===== src/design/tgr_pkg.sv =====
// ---------------------------------------------------------------------------
// tgr_pkg
// shared types and constants of the text glyph renderer
// ---------------------------------------------------------------------------
package tgr_pkg;

  localparam int FONT_AW  = 12;
  localparam int FONT_DW  = 16;
  localparam int ROW_W    = 4;
  localparam int COORD_W  = 12;
  localparam int CODE_W   = 8;
  localparam int MASK_W   = 8;
  localparam int REQ_W    = 2;
  localparam int START_W  = 11;

  localparam logic [REQ_W-1:0]  REQ_LOAD  = 2'd0;
  localparam logic [REQ_W-1:0]  REQ_START = 2'd1;
  localparam logic [REQ_W-1:0]  REQ_CHAR  = 2'd2;

  localparam logic [CODE_W-1:0] NEWLINE_CODE = 8'd10;

  localparam logic signed [COORD_W:0] COORD_MAX = 13'sd2047;

  typedef struct packed {
    logic             valid;
    logic [ROW_W-1:0] row;
    logic             last;
  } row_req_t;

endpackage


===== src/design/tgr_row_unit.sv =====
// ---------------------------------------------------------------------------
// tgr_row_unit
// clips one glyph row against the screen and registers the row write
// ---------------------------------------------------------------------------
module tgr_row_unit #(
  parameter int GLYPH_WIDTH   = 8,
  parameter int SCREEN_WIDTH  = 480,
  parameter int SCREEN_HEIGHT = 320
) (
  input  logic                               clk,
  input  logic                               rst_n,
  input  tgr_pkg::row_req_t                  req,
  input  logic [tgr_pkg::FONT_DW-1:0]        line,
  input  logic signed [tgr_pkg::COORD_W-1:0] cur_x,
  input  logic signed [tgr_pkg::COORD_W-1:0] cur_y,
  output logic                               out_valid,
  output logic signed [tgr_pkg::COORD_W-1:0] out_col_x,
  output logic signed [tgr_pkg::COORD_W-1:0] out_row_y,
  output logic [tgr_pkg::MASK_W-1:0]         out_row_mask,
  output logic                               out_last_row
);
  import tgr_pkg::*;

  logic                      valid_r;
  logic signed [COORD_W-1:0] col_x_r, col_x_nxt;
  logic signed [COORD_W-1:0] row_y_r, row_y_nxt;
  logic [MASK_W-1:0]         mask_r, mask_nxt;
  logic                      last_r;

  logic signed [COORD_W:0]   y_s;
  logic signed [COORD_W:0]   x_s;
  logic                      y_ok;

  always_comb begin
    y_s  = $signed({cur_y[COORD_W-1], cur_y}) +
           $signed({{(COORD_W+1-ROW_W){1'b0}}, req.row});
    y_ok = (y_s >= 0) && (y_s < $signed((COORD_W+1)'(SCREEN_HEIGHT)));
    row_y_nxt = (y_s > COORD_MAX) ? COORD_MAX[COORD_W-1:0] : y_s[COORD_W-1:0];
    col_x_nxt = cur_x;
    mask_nxt  = '0;
    x_s       = '0;
    for (int j = 0; j < MASK_W; j++) begin
      x_s = $signed({cur_x[COORD_W-1], cur_x}) + $signed((COORD_W+1)'(j));
      if ((j < GLYPH_WIDTH) && line[FONT_DW-1-j] && y_ok && (x_s >= 0) &&
          (x_s < $signed((COORD_W+1)'(SCREEN_WIDTH)))) begin
        mask_nxt[MASK_W-1-j] = 1'b1;
      end
    end
  end

  always_ff @(posedge clk) begin
    if (!rst_n) begin
      valid_r <= 1'b0;
    end else begin
      valid_r <= req.valid;
    end
  end

  always_ff @(posedge clk) begin
    if (req.valid) begin
      col_x_r <= col_x_nxt;
      row_y_r <= row_y_nxt;
      mask_r  <= mask_nxt;
      last_r  <= req.last;
    end
  end

  assign out_valid    = valid_r;
  assign out_col_x    = col_x_r;
  assign out_row_y    = row_y_r;
  assign out_row_mask = mask_r;
  assign out_last_row = last_r;

endmodule


===== config.mk =====
export PLATFORM = sky130hd
export DESIGN_NAME = tgr_row_unit
export DESIGN_NICKNAME = d
export VERILOG_FILES = /design/src/design/tgr_pkg.sv /design/src/design/tgr_row_unit.sv
export SDC_FILE = /design/constraint.sdc
export NUM_CORES = 1
export LEC_CHECK = 0
export ABC_AREA = 0
export ABC_CLOCK_PERIOD_IN_PS = 7950
export BUFFER_PORTS_ARGS = -buffer_cell sky130_fd_sc_hd__buf_4
export CORE_MARGIN = 3
export CORE_UTILIZATION = 48
export CTS_CLUSTER_SIZE = 30
export DETAILED_ROUTE_END_ITERATION = 16
export PLACE_DENSITY = 0.88
export SLEW_MARGIN = 10
export SYNTH_ARGS = -nofsm -noshare
export SYNTH_HDL_FRONTEND = slang
export SYNTH_SLANG_ARGS = --single-unit

===== constraint.sdc =====
create_clock -name clk -period 7.95 [get_ports clk]
set_input_delay 1.59 -clock clk [delete_from_list [all_inputs] [get_ports clk]]
set_output_delay 1.59 -clock clk [all_outputs]
set_load 0.03 [all_outputs]

==> impl_metrics.ini <==
[timing]
rsz0062_at_grt = no
worstMarginPinSlew_ns = 0.503
layout_setup_ws_ns = 3.79
fmax_mhz = 241
timing.slew.headroom_pct = 66.5
setup_viol = 0
post-route-min-period_ns = 4.16
finalHoldViolCount = 0
slew_violations = 0
hold_slack_ns = 1.48
fin_setup_tns_ns = 0
min_period_over_period_pct = 52.3

[finish]
post-route-util_pct = 64.4
area_delta_synth_final_pct = 28.2
drive_gt1_share_pct = 29.7
final_cells = 383
final_area_mm2 = 0.00308
nets = 373
antenna_cells = 0
fillers = 407
multiInputGateArea_mm2 = 0.00129
register_area_mm2 = 0.00101

[detailed_routing]
dr.pass1.iters = 5
first_iter_violations = 226
routedWlPerCell_um = 15.6
drc = 0
ant_nets = 0
via_per_inst = 5.90
vias = 2258
totalWireLength_um = 5990

[run]
maxCapViolations = 0

[logic_synthesis]
ys_seq_area_share_pct = 42.0
yosys.cell_count.top_type = edfxtp_1
synth_cell_type_count = 55
yosysWarnings = 0
yosysTopAreaCellShare_pct = 41.2
postSynthAreaPerCell_um2 = 9.66
synth.net_count = 307
syn_inst = 249
synth-edff-count = 33
ys_top_cells_by_area = edfxtp_1 41%, ha_1 4.7%, nand3_1 4.0%
async_flop_share_pct = 0
synth_ff_type = edfxtp_1
synth.largest_area_cell = edfxtp_1
synth_area_mm2 = 0.00240
synthTopCellsByCount = 33 x edfxtp_1, 22 x nor2_1, 20 x nand2_1
synth-seq-cells = 34

[grt]
grt_max_degree = 35
first_global_vias = 2036
grt_antenna_before_repair = 0
grt_pass1_wl_um = 9760
grt.total_usage_pct = 20.5
gr-total-overflow = 0

[clocking]
ctsHoldBuffers = 0
cts_tree = done
post-cts-setup-buffers = 0
htreeDepth = 2
numCtsBuffers = 5
cts.path.max_buffers = 2
cts_resized = 0
clk_pin_slew_ns = 0.07
clock-sinks = 34
clock-root-buffer = clkbuf_8

[floorplan]
core_area_mm2 = 0.00479
die_w_um = 76.8
ios = 82
die_y_um = 76.8
fp-row-count = 25
initial_core_util_pct = 50.2
die-area_mm2 = 0.00590

[power]
p_leak_nw = 1.20
power_uw = 504
peakVddDrop_mv = 0.0720
p_per_area_mw_per_mm2 = 163

[setup_path]
worst_ep_arrival_time_ns = 4.24
crit_path_end_kind = flop
critPathKind = input pin to flop
crit_fanout = 8
crit_required_ns = 8.03
start_kind = input pin

[placement]
gp_congestion = 0.931
dp_cells = 375
post_dp_cell_area_mm2 = 0.00297
dpl_worst_slack_ns = 3.52
portBuffers = 73
hpwl_um = 4560

[worst_hold_path]
hold_class = input pin to flop

[outcome]
status = finished, final reports clean
==> registers in the layout (all words and copies together), names as in the netlist <==
| signal | cells |
|---|---|
| out_row_y | 12 |
| out_last_row | 1 |
| out_valid | 1 |
| out_col_x | 12 |
| out_row_mask | 8 |
==> cells by family (layout without fill, tap and decap cells) <==
group	Yosys count	after routing	share of synthesized area, %
buffers and inverters	26	93	4.47
AOI/OAI and AO/OA	50	50	15.7
adders and majority gates	10	10	5.52
DFF	34	34	42.0
xor gates and xnor gates	17	17	6.19
and+or+nand+nor	105	105	23.1
muxes	7	7	2.97
==> final cells by class <==
type | instances | area share (%)
clock buffers | 5 | 2.23
repair buffers | 73 | 17.8
inverters | 12 | 1.46
clock inverters | 3 | 1.30
well taps | 67 | 2.72
flip-flops and latches | 34 | 32.8
multi-input cells | 189 | 41.7
==> layer usage <==
layer  track usage, %  wire length, µm
met5                0                0
met2             34.4             2950
met4             7.43              116
met3             3.87              508
met1             26.1             2420
==> report_power, final <==
part / total [mW] / internal, mW / switching, mW
Clock: 0.155 / 0.0922 / 0.0632
Combinational: 0.131 / 0.0501 / 0.0809
Sequential: 0.217 / 0.213 / 0.00404
Total: 0.504 / 0.355 / 0.148
==> worst paths after layout <==
path / startpoint / endpoint / depth (start not counted)
worst min-delay path: req[0] / out_last_row / 1
worst max-delay path: req[1] / out_row_mask[2] / 10
==> worst max-delay path, stage by stage <==
cell      delay (ns)
buf_4           0.08
ha_1            0.17
inv_1           0.06
fa_1            0.39
nand2b_1        0.23
a211oi_4        0.36
and3_4          0.25
mux2i_1         0.08
or4_1           0.67
a311oi_2        0.35
==> cell usage in the layout (no fill, tap or decap), types with 2 or more instances in the layout <==
cell / n
nand4_1: 10
ha_1: 9
clkbuf_8: 5
a21oi_1: 7
nor4_4: 2
nor3_1: 9
nand2b_1: 5
a311oi_2: 2
o2111ai_1: 2
nand2_1: 20
o21ai_0: 13
mux2i_1: 6
and2_1: 2
edfxtp_1: 33
buf_4: 73
xor2_1: 8
nand3_1: 19
clkinv_2: 2
and3_1: 4
nor2b_1: 4
xnor2_1: 9
inv_1: 12
nor2_1: 22
o311ai_0: 2
nor4_1: 2
or4_1: 2
a31oi_1: 4
Note: power is estimated with default switching activity, not from simulation.
